**src/rtl/owt_pkg.sv**
```systemverilog
// Shared types, constants and a helper function for the one-wire temperature read block.
`timescale 1ns / 1ps
`default_nettype none

package owt_pkg;

    localparam int TIMER_W    = 20;
    localparam int SHORT_W    = 10;
    localparam int CFG_IDX_W  = 3;
    localparam int CFG_DATA_W = 20;
    localparam int PHASE_W    = 4;
    localparam int TEMP_W     = 16;

    // Configuration register indexes.
    localparam logic [CFG_IDX_W-1:0] CFG_RESET_LOW    = 3'd0;
    localparam logic [CFG_IDX_W-1:0] CFG_PRES_SAMPLE  = 3'd1;
    localparam logic [CFG_IDX_W-1:0] CFG_POST_RESET   = 3'd2;
    localparam logic [CFG_IDX_W-1:0] CFG_WRITE_HOLD   = 3'd3;
    localparam logic [CFG_IDX_W-1:0] CFG_READ_SAMPLE  = 3'd4;
    localparam logic [CFG_IDX_W-1:0] CFG_READ_RECOVER = 3'd5;
    localparam logic [CFG_IDX_W-1:0] CFG_CONVERSION   = 3'd6;

    // Reset values of the timing registers, in microsecond ticks.
    localparam logic [SHORT_W-1:0] RST_RESET_LOW    = 10'd450;
    localparam logic [SHORT_W-1:0] RST_PRES_SAMPLE  = 10'd15;
    localparam logic [TIMER_W-1:0] RST_POST_RESET   = 20'd100000;
    localparam logic [SHORT_W-1:0] RST_WRITE_HOLD   = 10'd21;
    localparam logic [SHORT_W-1:0] RST_READ_SAMPLE  = 10'd7;
    localparam logic [SHORT_W-1:0] RST_READ_RECOVER = 10'd25;
    localparam logic [TIMER_W-1:0] RST_CONVERSION   = 20'd750000;

    // Bus commands.
    localparam logic [7:0] CMD_SKIP_ROM   = 8'hCC;
    localparam logic [7:0] CMD_CONVERT    = 8'h44;
    localparam logic [7:0] CMD_READ_SCRATCH = 8'hBE;

    // Sequencer phase codes.
    localparam logic [PHASE_W-1:0] PH_IDLE     = 4'd0;
    localparam logic [PHASE_W-1:0] PH_PRE_HIGH = 4'd1;
    localparam logic [PHASE_W-1:0] PH_RST_LOW  = 4'd2;
    localparam logic [PHASE_W-1:0] PH_PRESENCE = 4'd3;
    localparam logic [PHASE_W-1:0] PH_POST_RST = 4'd4;
    localparam logic [PHASE_W-1:0] PH_WR_START = 4'd5;
    localparam logic [PHASE_W-1:0] PH_WR_HOLD  = 4'd6;
    localparam logic [PHASE_W-1:0] PH_WR_REL   = 4'd7;
    localparam logic [PHASE_W-1:0] PH_RD_START = 4'd8;
    localparam logic [PHASE_W-1:0] PH_RD_SAMP  = 4'd9;
    localparam logic [PHASE_W-1:0] PH_RD_REC   = 4'd10;
    localparam logic [PHASE_W-1:0] PH_CONVERT  = 4'd11;

    typedef struct packed {
        logic [SHORT_W-1:0] reset_low_ticks;
        logic [SHORT_W-1:0] presence_sample_ticks;
        logic [TIMER_W-1:0] post_reset_ticks;
        logic [SHORT_W-1:0] write_hold_ticks;
        logic [SHORT_W-1:0] read_sample_ticks;
        logic [SHORT_W-1:0] read_recover_ticks;
        logic [TIMER_W-1:0] conversion_ticks;
    } timing_cfg_t;

    typedef struct packed {
        logic              drive_low;
        logic              busy_res;
        logic              done_res;
        logic              success;
        logic [TEMP_W-1:0] temperature_raw;
    } result_t;

    // Command byte sent at each step of the command sequence.
    function automatic logic [7:0] cmd_byte(input logic [2:0] step);
        logic [7:0] b;
        b = 8'h00;
        case (step)
            3'd0, 3'd2: b = CMD_SKIP_ROM;
            3'd1:       b = CMD_CONVERT;
            3'd3:       b = CMD_READ_SCRATCH;
            default:    b = 8'h00;
        endcase
        return b;
    endfunction

endpackage

`default_nettype wire

```
**src/rtl/owt_if.sv**
```systemverilog
// Valid/ready channel interfaces for tick items and result items.
`timescale 1ns / 1ps
`default_nettype none

interface owt_tick_if;
    logic valid;
    logic ready;
    logic start_req;
    logic line_level;

    modport source (output valid, output start_req, output line_level, input ready);
    modport sink   (input valid, input start_req, input line_level, output ready);
endinterface

interface owt_result_if;
    logic        valid;
    logic        ready;
    logic        drive_low;
    logic        busy_res;
    logic        done_res;
    logic        success;
    logic [15:0] temperature_raw;

    modport source (output valid, output drive_low, output busy_res, output done_res,
                    output success, output temperature_raw, input ready);
    modport sink   (input valid, input drive_low, input busy_res, input done_res,
                    input success, input temperature_raw, output ready);
endinterface

`default_nettype wire

```
**src/rtl/owt_cfg_regs.sv**
```systemverilog
// Timing configuration registers with their write decoder.
`timescale 1ns / 1ps
`default_nettype none

module owt_cfg_regs
    import owt_pkg::*;
(
    input  wire logic                  clk,
    input  wire logic                  rst_n,
    input  wire logic                  cfg_we,
    input  wire logic [CFG_IDX_W-1:0]  cfg_index,
    input  wire logic [CFG_DATA_W-1:0] cfg_data,
    output timing_cfg_t                timing
);

    timing_cfg_t timing_reg;

    always_ff @(posedge clk or negedge rst_n)
    begin
        if (!rst_n)
        begin
            timing_reg.reset_low_ticks       <= RST_RESET_LOW;
            timing_reg.presence_sample_ticks <= RST_PRES_SAMPLE;
            timing_reg.post_reset_ticks      <= RST_POST_RESET;
            timing_reg.write_hold_ticks      <= RST_WRITE_HOLD;
            timing_reg.read_sample_ticks     <= RST_READ_SAMPLE;
            timing_reg.read_recover_ticks    <= RST_READ_RECOVER;
            timing_reg.conversion_ticks      <= RST_CONVERSION;
        end
        else if (cfg_we)
        begin
            unique case (cfg_index)
                CFG_RESET_LOW:    timing_reg.reset_low_ticks       <= cfg_data[SHORT_W-1:0];
                CFG_PRES_SAMPLE:  timing_reg.presence_sample_ticks <= cfg_data[SHORT_W-1:0];
                CFG_POST_RESET:   timing_reg.post_reset_ticks      <= cfg_data[TIMER_W-1:0];
                CFG_WRITE_HOLD:   timing_reg.write_hold_ticks      <= cfg_data[SHORT_W-1:0];
                CFG_READ_SAMPLE:  timing_reg.read_sample_ticks     <= cfg_data[SHORT_W-1:0];
                CFG_READ_RECOVER: timing_reg.read_recover_ticks    <= cfg_data[SHORT_W-1:0];
                CFG_CONVERSION:   timing_reg.conversion_ticks      <= cfg_data[TIMER_W-1:0];
                default:          ;
            endcase
        end
    end

    assign timing = timing_reg;

endmodule

`default_nettype wire

```
**src/rtl/owt_seq.sv**
```systemverilog
// Bus sequencer: phase, timer and shift state, advanced once per accepted tick.
`timescale 1ns / 1ps
`default_nettype none

module owt_seq
    import owt_pkg::*;
(
    input  wire logic  clk,
    input  wire logic  rst_n,
    input  wire logic  advance,
    input  wire logic  start_req,
    input  wire logic  line_level,
    input  timing_cfg_t timing,
    output result_t    result
);

    logic [PHASE_W-1:0] phase_reg, phase_next;
    logic [TIMER_W-1:0] timer_reg, timer_next;
    logic [2:0]         bit_reg, bit_next;
    logic [2:0]         step_reg, step_next;
    logic [7:0]         shift_reg, shift_next;
    logic [TEMP_W-1:0]  hold_reg, hold_next;
    logic               ok_reg, ok_next;

    logic [TIMER_W-1:0] wait_len;
    logic [TIMER_W-1:0] samp_len;
    logic [TIMER_W:0]   timer_inc;
    logic               wait_hit;
    logic               samp_hit;
    logic [2:0]         bit_inc;
    logic               drive;
    logic               done;

    // Length of the plain wait or sampling wait that the current phase uses.
    always_comb
    begin
        wait_len = timing.post_reset_ticks;
        samp_len = TIMER_W'(timing.presence_sample_ticks);
        case (phase_reg)
            PH_PRE_HIGH: wait_len = TIMER_W'(timing.presence_sample_ticks);
            PH_RST_LOW:  wait_len = TIMER_W'(timing.reset_low_ticks);
            PH_WR_HOLD:  wait_len = TIMER_W'(timing.write_hold_ticks);
            PH_RD_REC:   wait_len = TIMER_W'(timing.read_recover_ticks);
            PH_CONVERT:  wait_len = timing.conversion_ticks;
            default:     wait_len = timing.post_reset_ticks;
        endcase
        if (phase_reg == PH_RD_SAMP)
        begin
            samp_len = TIMER_W'(timing.read_sample_ticks);
        end
    end

    assign timer_inc = {1'b0, timer_reg} + (TIMER_W+1)'(1);
    assign wait_hit  = timer_inc >= {1'b0, wait_len};
    assign samp_hit  = timer_reg >= samp_len;
    assign bit_inc   = bit_reg + 3'd1;

    always_comb
    begin
        phase_next = phase_reg;
        timer_next = timer_reg;
        bit_next   = bit_reg;
        step_next  = step_reg;
        shift_next = shift_reg;
        hold_next  = hold_reg;
        ok_next    = ok_reg;
        drive      = 1'b0;
        done       = 1'b0;

        unique case (phase_reg) inside
            PH_PRE_HIGH, PH_RST_LOW, PH_POST_RST, PH_CONVERT:
            begin
                drive = (phase_reg == PH_RST_LOW);
                if (wait_hit)
                begin
                    timer_next = '0;
                    case (phase_reg)
                        PH_PRE_HIGH: phase_next = PH_RST_LOW;
                        PH_RST_LOW:  phase_next = PH_PRESENCE;
                        PH_CONVERT:  phase_next = PH_PRE_HIGH;
                        default:
                        begin
                            shift_next = cmd_byte(step_reg);
                            bit_next   = 3'd0;
                            phase_next = PH_WR_START;
                        end
                    endcase
                end
                else
                begin
                    timer_next = timer_inc[TIMER_W-1:0];
                end
            end
            PH_PRESENCE:
            begin
                if (samp_hit)
                begin
                    timer_next = '0;
                    if (line_level)
                    begin
                        done       = 1'b1;
                        ok_next    = 1'b0;
                        phase_next = PH_IDLE;
                    end
                    else
                    begin
                        phase_next = PH_POST_RST;
                    end
                end
                else
                begin
                    timer_next = timer_inc[TIMER_W-1:0];
                end
            end
            PH_WR_START, PH_RD_START:
            begin
                drive      = 1'b1;
                timer_next = '0;
                phase_next = (phase_reg == PH_WR_START) ? PH_WR_HOLD : PH_RD_SAMP;
            end
            PH_WR_HOLD:
            begin
                drive = ~shift_reg[0];
                if (wait_hit)
                begin
                    timer_next = '0;
                    phase_next = PH_WR_REL;
                end
                else
                begin
                    timer_next = timer_inc[TIMER_W-1:0];
                end
            end
            PH_WR_REL:
            begin
                shift_next = {1'b0, shift_reg[7:1]};
                bit_next   = bit_inc;
                timer_next = '0;
                if (bit_inc != 3'd0)
                begin
                    phase_next = PH_WR_START;
                end
                else if (step_reg == 3'd1)
                begin
                    step_next  = 3'd2;
                    phase_next = PH_CONVERT;
                end
                else if (step_reg >= 3'd3)
                begin
                    step_next  = 3'd4;
                    bit_next   = 3'd0;
                    shift_next = 8'h00;
                    phase_next = PH_RD_START;
                end
                else
                begin
                    step_next  = step_reg + 3'd1;
                    shift_next = cmd_byte(step_reg + 3'd1);
                    bit_next   = 3'd0;
                    phase_next = PH_WR_START;
                end
            end
            PH_RD_SAMP:
            begin
                if (samp_hit)
                begin
                    timer_next = '0;
                    shift_next = {line_level, shift_reg[7:1]};
                    phase_next = PH_RD_REC;
                end
                else
                begin
                    timer_next = timer_inc[TIMER_W-1:0];
                end
            end
            PH_RD_REC:
            begin
                if (wait_hit)
                begin
                    timer_next = '0;
                    bit_next   = bit_inc;
                    if (bit_inc != 3'd0)
                    begin
                        phase_next = PH_RD_START;
                    end
                    else if (step_reg == 3'd4)
                    begin
                        hold_next  = {hold_reg[15:8], shift_reg};
                        step_next  = 3'd5;
                        shift_next = 8'h00;
                        phase_next = PH_RD_START;
                    end
                    else
                    begin
                        hold_next  = {shift_reg, hold_reg[7:0]};
                        done       = 1'b1;
                        ok_next    = 1'b1;
                        phase_next = PH_IDLE;
                    end
                end
                else
                begin
                    timer_next = timer_inc[TIMER_W-1:0];
                end
            end
            default:
            begin
                // Idle, and any code outside the sequence falls back to idle.
                phase_next = PH_IDLE;
                if (start_req)
                begin
                    timer_next = '0;
                    bit_next   = 3'd0;
                    step_next  = 3'd0;
                    shift_next = 8'h00;
                    ok_next    = 1'b0;
                    phase_next = PH_PRE_HIGH;
                end
            end
        endcase
    end

    always_ff @(posedge clk or negedge rst_n)
    begin
        if (!rst_n)
        begin
            phase_reg <= PH_IDLE;
            timer_reg <= '0;
            bit_reg   <= '0;
            step_reg  <= '0;
            shift_reg <= '0;
            hold_reg  <= '0;
            ok_reg    <= 1'b0;
        end
        else if (advance)
        begin
            phase_reg <= phase_next;
            timer_reg <= timer_next;
            bit_reg   <= bit_next;
            step_reg  <= step_next;
            shift_reg <= shift_next;
            hold_reg  <= hold_next;
            ok_reg    <= ok_next;
        end
    end

    assign result.drive_low       = drive;
    assign result.busy_res        = (phase_next != PH_IDLE);
    assign result.done_res        = done;
    assign result.success         = done & ok_next;
    assign result.temperature_raw = (done && ok_next) ? hold_next : '0;

endmodule

`default_nettype wire

```
**src/rtl/one_wire_temperature_read.sv**
```systemverilog
// Top level of the one-wire temperature read block.
`timescale 1ns / 1ps
`default_nettype none

// One-wire bus master that reads a temperature sensor. Each tick transaction carries a
// start request and the sampled bus level for one microsecond; it yields exactly one
// result transaction with the line drive, busy and done flags, and on a successful done
// the 16-bit raw temperature. The full sequence is reset and presence, skip ROM and
// convert, conversion wait, a second reset and presence, skip ROM and read scratchpad,
// then two read bytes. One tick is accepted every clock cycle while the output register
// is empty or its waiting result is taken in that cycle; a tick's result appears in the
// output register on the next cycle. The user must write the timing registers through
// the configuration port only while the bus is idle; the block does not enforce this.

module one_wire_temperature_read
    import owt_pkg::*;
(
    input  wire logic                  clk,
    input  wire logic                  rst_n,
    owt_tick_if.sink                   tick,
    owt_result_if.source               result,
    input  wire logic                  cfg_we,
    input  wire logic [CFG_IDX_W-1:0]  cfg_index,
    input  wire logic [CFG_DATA_W-1:0] cfg_data
);

    timing_cfg_t timing;
    result_t     seq_result;
    result_t     out_reg;
    logic        out_valid_reg;
    logic        accept;

    owt_cfg_regs u_cfg (
        .clk       (clk),
        .rst_n     (rst_n),
        .cfg_we    (cfg_we),
        .cfg_index (cfg_index),
        .cfg_data  (cfg_data),
        .timing    (timing)
    );

    assign tick.ready = ~out_valid_reg | result.ready;
    assign accept     = tick.valid & tick.ready;

    owt_seq u_seq (
        .clk        (clk),
        .rst_n      (rst_n),
        .advance    (accept),
        .start_req  (tick.start_req),
        .line_level (tick.line_level),
        .timing     (timing),
        .result     (seq_result)
    );

    always_ff @(posedge clk or negedge rst_n)
    begin
        if (!rst_n)
        begin
            out_valid_reg <= 1'b0;
        end
        else if (accept)
        begin
            out_valid_reg <= 1'b1;
        end
        else if (result.ready)
        begin
            out_valid_reg <= 1'b0;
        end
    end

    always_ff @(posedge clk)
    begin
        if (accept)
        begin
            out_reg <= seq_result;
        end
    end

    assign result.valid           = out_valid_reg;
    assign result.drive_low       = out_reg.drive_low;
    assign result.busy_res        = out_reg.busy_res;
    assign result.done_res        = out_reg.done_res;
    assign result.success         = out_reg.success;
    assign result.temperature_raw = out_reg.temperature_raw;

endmodule

`default_nettype wire

```
**src/flat_wrapper.sv**
```systemverilog
// flat-port wrapper written by rule: the top's interface ports become plain ports
module one_wire_temperature_read_flat import owt_pkg::*;
  (clk, rst_n, cfg_we, cfg_index, cfg_data, tick_valid, tick_start_req, tick_line_level, tick_ready, result_valid, result_drive_low, result_busy_res, result_done_res, result_success, result_temperature_raw, result_ready);
  owt_tick_if tick_i ();
  owt_result_if result_i ();
  input  wire logic clk;
  input  wire logic rst_n;
  input  wire logic cfg_we;
  input  wire logic [CFG_IDX_W-1:0] cfg_index;
  input  wire logic [CFG_DATA_W-1:0] cfg_data;
  input wire logic [$bits(tick_i.valid)-1:0] tick_valid;
  input wire logic [$bits(tick_i.start_req)-1:0] tick_start_req;
  input wire logic [$bits(tick_i.line_level)-1:0] tick_line_level;
  output wire logic [$bits(tick_i.ready)-1:0] tick_ready;
  output wire logic [$bits(result_i.valid)-1:0] result_valid;
  output wire logic [$bits(result_i.drive_low)-1:0] result_drive_low;
  output wire logic [$bits(result_i.busy_res)-1:0] result_busy_res;
  output wire logic [$bits(result_i.done_res)-1:0] result_done_res;
  output wire logic [$bits(result_i.success)-1:0] result_success;
  output wire logic [$bits(result_i.temperature_raw)-1:0] result_temperature_raw;
  input wire logic [$bits(result_i.ready)-1:0] result_ready;
  assign tick_i.valid = tick_valid;
  assign tick_i.start_req = tick_start_req;
  assign tick_i.line_level = tick_line_level;
  assign tick_ready = tick_i.ready;
  assign result_valid = result_i.valid;
  assign result_drive_low = result_i.drive_low;
  assign result_busy_res = result_i.busy_res;
  assign result_done_res = result_i.done_res;
  assign result_success = result_i.success;
  assign result_temperature_raw = result_i.temperature_raw;
  assign result_i.ready = result_ready;
  one_wire_temperature_read u_core (.clk(clk), .rst_n(rst_n), .tick(tick_i), .result(result_i), .cfg_we(cfg_we), .cfg_index(cfg_index), .cfg_data(cfg_data));
endmodule
```
**config.mk**
```make
export PLATFORM = sky130hd
export DESIGN_NAME = one_wire_temperature_read_flat
export DESIGN_NICKNAME = d
export VERILOG_FILES = /design/src/rtl/owt_pkg.sv /design/src/rtl/owt_if.sv /design/src/rtl/owt_cfg_regs.sv /design/src/rtl/owt_seq.sv /design/src/rtl/one_wire_temperature_read.sv /design/src/flat_wrapper.sv
export SDC_FILE = /design/constraint.sdc
export NUM_CORES = 1
export LEC_CHECK = 0
export ABC_CLOCK_PERIOD_IN_PS = 3700
export BUFFER_PORTS_ARGS = -buffer_cell sky130_fd_sc_hd__buf_4
export CAP_MARGIN = 0
export CORE_MARGIN = 2
export CORE_UTILIZATION = 50
export CTS_BUF_LIST = sky130_fd_sc_hd__clkbuf_4 sky130_fd_sc_hd__clkbuf_8
export DETAILED_ROUTE_END_ITERATION = 8
export GPL_ROUTABILITY_DRIVEN = 0
export GPL_TIMING_DRIVEN = 0
export PLACE_DENSITY = 0.78
export SLEW_MARGIN = 25
export SYNTH_ARGS = -nofsm -noshare
export SYNTH_HDL_FRONTEND = slang
export SYNTH_SLANG_ARGS = --single-unit
```
**constraint.sdc**
```tcl
create_clock -name clk -period 3.7 [get_ports clk]
set_clock_uncertainty 0.1 [all_clocks]
set_input_delay 0.37 -clock clk [delete_from_list [all_inputs] [get_ports clk]]
set_output_delay 0.37 -clock clk [all_outputs]
set_load 0.05 [all_outputs]
```
Yosys cells after proc, flatten, opt, wreduce, memory -nomap -nowiden
Index checks and enable logic that the tools add are counted.
{ "word_totals": {"inputBits": 30, "word_cells": 167, "register_bits": 166, "out_inout_bits": 22} }
{ "op_classes": {"order_cmp": 3, "n_eq_ne": 31, "reduce_logical": 34, "n_addsub": 3, "bitwise": 8, "n_mux": 68} }
{ "op_table": {"columns": ["operator", "n"], "rows": [
  ["20-bit one-hot mux with 5 select lines", 1],
  ["8-bit two-way mux", 10],
  ["16-bit two-way mux", 4],
  ["20-bit two-way mux", 3],
  ["20-bit one-hot mux with 3 select lines", 1],
  ["8-bit one-hot mux with 3 select lines", 2],
  ["4-bit two-way mux", 11],
  ["8-bit one-hot mux with 5 select lines", 1],
  ["3-bit two-way mux", 13],
  ["4-bit one-hot mux with 7 select lines", 1],
  ["20-bit by 1-bit adder with 21-bit output, second input constant", 1],
  ["21-bit by 20-bit >= comparator with 1-bit output", 1],
  ["20-bit >= comparator", 1],
  ["3-bit by 2-bit equality test with 1-bit output, second input constant", 6],
  ["3-bit one-hot mux with 3 select lines", 2],
  ["9-bit OR reduction", 2],
  ["4-bit by 3-bit equality test with 1-bit output, second input constant", 4],
  ["4-bit equality test, second input constant", 4],
  ["2-bit AND reduction", 8],
  ["1-bit two-way mux", 14],
  ["3-bit equality test, second input constant", 4],
  ["2-bit inequality test, second input constant", 6],
  ["3-bit one-hot mux with 4 select lines", 1],
  ["4-bit nonzero test", 3],
  ["other kinds (25)", 43]
]} }

Logic depth before layout (Yosys ltp)
{ "depth": {"ltp_word": 8, "ltp_mapped": 17, "depth_no_buf": 15} }

Modules after synthesis
A second synthesis with hierarchy kept.
{ "unflattened": {"hier_cells": 763, "area_unflattened_um2": 8659.6} }
{ "by_module_without_submodules": {"columns": ["module", "area_per_inst_um2", "instances", "cells_each", "seq_area_each_um2"], "rows": [
  ["owt_seq", 4464.3, 1, 543, 1151.1],
  ["owt_cfg_regs", 3540.9, 1, 196, 2293.4],
  ["one_wire_temperature_read", 654.4, 1, 24, 625.6]
]} }

Least setup slack after synthesis
No wires, ideal clock.
{ "synth_path": {"path_type": "reg-to-reg", "startpoint": "register u_core.u_seq.phase_reg[2]", "endpoint": "register u_core.out_reg, in the netlist u_core.result.busy_res (data pin)", "required_ns": 3.324, "period_less_slack_ns": 3.876, "path_stages_with_launch": 16, "n_path_buf": 3, "setup_ns": 0.276, "path_slack_ns": -0.176, "arrival_ns": 3.501, "path_cell_list": "dfrtp_1 -> clkbuf_1 -> buf_1 -> nor3_1 -> a222oi_1 -> nand3_1 -> o21ai_0 -> ha_1 -> nor2b_1 -> o31ai_1 -> a21oi_1 -> o311a_1 -> or2_2 -> clkbuf_1 -> a211oi_1 -> nand4b_1"} }
{ "synth_lines": {"columns": ["item", "line", "text"], "rows": [
  ["start: declaration", "owt_seq.sv:17", "logic [PHASE_W-1:0] phase_reg, phase_next;"],
  ["start signal: assignment", "owt_seq.sv:237", "phase_reg <= phase_next;"],
  ["end signal: assignment", "one_wire_temperature_read.sv:75", "out_reg <= seq_result;"],
  ["end: declaration", "one_wire_temperature_read.sv:29", "result_t out_reg;"]
]} }

==> metrics.md <==
| Metric | Value |
|---|---|
| Status | complete, but fails checks |
| Violated checks | negative setup slack |
| Synth warnings | 0 |
| VDD IR max | 373.4 uV |
| Post-Place Setup Slack | -1.273 ns |
| Via/cell ratio | 6.205 |
| Max transition margin | 0.4406 |
| Final Hold Viols | 0 |
| Chip width | 134.7 um |
| Die footprint | 0.01815 mm2 |
| Avg Inst Size Synth | 10.99 um2 |
| Pint | 0.004278 W |
| Unrepaired setup endpoints after global routing | true |
| HP Class | in2reg |
| Synthesized flop and latch total | 157 |
| Async S/R FF share, synth | 0.8726 |
| DRC violations left | 0 |
| Synth cell count leaders | dfrtp_1, mux2_2, nand2_1 |
| # placed instances | 1049 |
| Cell type with the largest total area after synthesis | dfrtp_1 |
| I/O pins | 52 |
| Leakage | 4.646 nW |
| Ant. Diodes | 0 |
| Sw frac | 0.3952 |
| Net count, final | 976 |
| Number of global-route vias before repair | 6531 |
| Reg2reg end | u_core.result.busy_res |
| Setup TNS Final | -0.1223 ns |
| H-tree levels | 4 |
| Tmin final | 3.782 ns |
| Grt ovf | 0 |
| Finished Layout Cells | 1139 |
| Post-synth cell types | 63 |
| Clk slew on worst S/H paths | 0.10 ns |
| Root Driver | clkbuf_8 |
| Total GRT Usage | 0.2285 |
| Arrival time at the worst endpoint | 3.86 ns |
| Layout cell share with drive strength beyond 1 | 0.4146 |
| Seq pwr share | 0.337 |
| EDFF count, synth | 20 |
| Max Root-Sink Buffers | 2 |
| Clk_lat worst skew | 0.48 ns |
| Worst-Margin Slew | 0.8382 ns |
| Routed WL | 22320 um |
| Final max-slew violation count | 0 |
| Worst setup EP type | flop |
| DR pass1 iterations | 5 |
| CP Max Fanout | 10 |
| R2R cell count | 14 |
| CTS tree | built |
| Final setup fails | 6 |
| Initial antenna violation count | 0 |
| FMAX | 264.4 MHz |
| Yosys top cell area share | 0.3047 |
| Final period utilization | 1.022 |
| Sequential area share after synthesis | 0.4765 |
| Initial core utilization | 0.5133 |
| Cells along the critical path | nand2b_4 > nor2_4 > buf_6 > mux2_2 > ha_1 > nand2b_1 > a2111oi_2 > o211ai_1 > buf_4 > a21oi_2 > buf_4 > buf_4 > a221oi_1 > nand4b_1 |
| Mapped Cells | 777 |
| Critical path start-end classification | reg2reg |
| Number of flip-flops in the largest register | 90 |
| Most common flop cell mapped by yosys | dfrtp_1 |
| Highest-delay cell along the critical path | a221oi_1 |
| Layout area overhead | 25.38% |
| Pwr Density | 660.5 mW/mm2 |
| Mapped cell area | 0.008542 mm2 |
| Die Ht | 134.7 um |
| Cts bufs inserted | 17 |
| Iter 0 DRT Violations | 851 |
| Syn nets | 847 |
| Worst Setup Start Kind | flop |
| Core ar. | 0.01664 mm2 |
| Crit-path max cell delay | 0.45 ns |
| Fillers | 1194 |
| Clock share of power | 0.189 |
| DR WL/cell | 19.59 um |
| Req. time, crit path | 3.78 ns |
| MaxCap Viol Count | 0 |
| Reg-to-Reg Start | u_core.u_seq.phase_reg[2] |
| Most frequent CP cell | buf_4 |
| Vias | 7068 |
| ANT nets after route | 0 |
| Largest net degree at the start of global routing | 85 |
| Most numerous cell in the Yosys netlist | dfrtp_1 |
| Comb power frac | 0.474 |
| Port Buf Inserts | 49 |
| CTS sink cnt | 157 |
| Worst setup path end | u_core.result.busy_res |
| Delay-heaviest family, CP | compound AO/OA/AOI/OAI gates |
| CP Launch Point | u_core.u_seq.phase_reg[2] |
| Switch Pwr | 0.002796 W |
| R2r setup slk | -0.08 ns |
| HPWL Detailed | 13280 um |
| Setup WS post-layout | -0.08186 ns |
| Worst Path Buf+Inv | 4 |
| Ranking of synthesized cells by area | dfrtp_1, mux2_2, dfstp_2, edfxtp_1, ha_1 |
| CP Depth | 14 |
| First-pass GRT wire length | 32700 um |
| Floorplan row count | 47 |
## per-layer routing
layer  global-route usage  share of wire
met5                    0              0
met3              0.04279          0.074
met1               0.2993           0.41
met4              0.09240          0.041
met2               0.3756           0.48
## per-stage QoR
step / power [W] / hold slack (ns) / util / instance area [um2]
floorplan: 0.003978 / -0.02559 / - / 8556
global placement: 0.004527 / 0.3812 / 0.5527 / 9199
detailed placement: 0.004606 / 0.2080 / 0.5566 / 9263
CTS: 0.006303 / 0.01281 / 0.6063 / 10090
global route: 0.007404 / 0.01611 / 0.6436 / 10710
finish: 0.007074 / 0.02892 / 0.6436 / 10710
## timing repair
item,in CTS,in global routing
hold endpoints to repair,36,0
endpoints found under the setup margin,65,64
cloned,0,1
setup buffers,23,39
hold buffers,2,0
gates resized for setup,69,93
pin swaps,18,26
## area by class of cell
type                            count  area, um2  area share
Clock inverter                     13      148.9     0.01390
Tap cell                          220      275.3     0.02570
Buffer                             38      280.3     0.02617
Clock buffer                       19      255.2     0.02383
Sequential cell                   157       4081      0.3811
Timing Repair Buffer              114      984.7     0.09194
Multi-Input combinational cell    563       4628      0.4321
Inverter                           15      56.30    0.005257
## cells by family after synthesis
| logic type | synth area share |
|---|---|
| AND/OR/NAND/NOR | 0.1302 |
| AO/OA/AOI/OAI | 0.1296 |
| flip-flops | 0.4765 |
| multiplexers | 0.1616 |
| buffers and inverters | 0.02710 |
| adder cells (fa/ha/maj) | 0.05859 |
| XOR/XNOR | 0.01640 |
## cells in the final DEF (no fill, tap or decap), types with 15 or more instances in the layout
| master | Yosys | routed |
|---|---|---|
| a21oi_1 | 30 | 26 |
| a22oi_1 | 21 | 20 |
| and2_1 | 18 | 17 |
| buf_4 | 0 | 98 |
| buf_6 | 1 | 16 |
| clkbuf_1 | 33 | 16 |
| clkbuf_8 | 0 | 18 |
| dfrtp_1 | 104 | 95 |
| dfstp_2 | 33 | 33 |
| edfxtp_1 | 20 | 20 |
| ha_1 | 40 | 38 |
| inv_1 | 15 | 15 |
| mux2_2 | 103 | 100 |
| mux2i_1 | 16 | 16 |
| nand2_1 | 72 | 70 |
| nand3_1 | 24 | 19 |
| nor2_1 | 27 | 19 |
| o21ai_0 | 46 | 32 |
## worst min-delay path by stage
stage / start / cells past startpoint / slack (ns) / endpoint
2_1_floorplan: rst_n / 0 / -0.03 / u_core.result.valid
4_1_cts: cfg_data[18] / 2 / 0.01 / u_core.u_cfg.timing[18]
3_3_place_gp: u_core.u_seq.hold_reg[1] / 1 / 0.38 / u_core.u_seq.hold_reg[1]
3_5_place_dp: rst_n / 1 / 0.21 / u_core.u_cfg.timing[45]
6_report: cfg_data[15] / 2 / 0.03 / u_core.u_cfg.timing[15]
5_1_grt: cfg_data[15] / 2 / 0.02 / u_core.u_cfg.timing[15]
## power by group through the flow
stage | clock [W] | sequential [W] | combinational, W
after floorplan | 0 | 0.00236 | 0.00162
after CTS | 0.00134 | 0.00237 | 0.00259
final | 0.00134 | 0.00238 | 0.00335
after detailed placement | 0 | 0.00239 | 0.00222
after global routing | 0.00141 | 0.00242 | 0.00357
after global placement | 0 | 0.00237 | 0.00216
(Power assumes the default switching activity.)
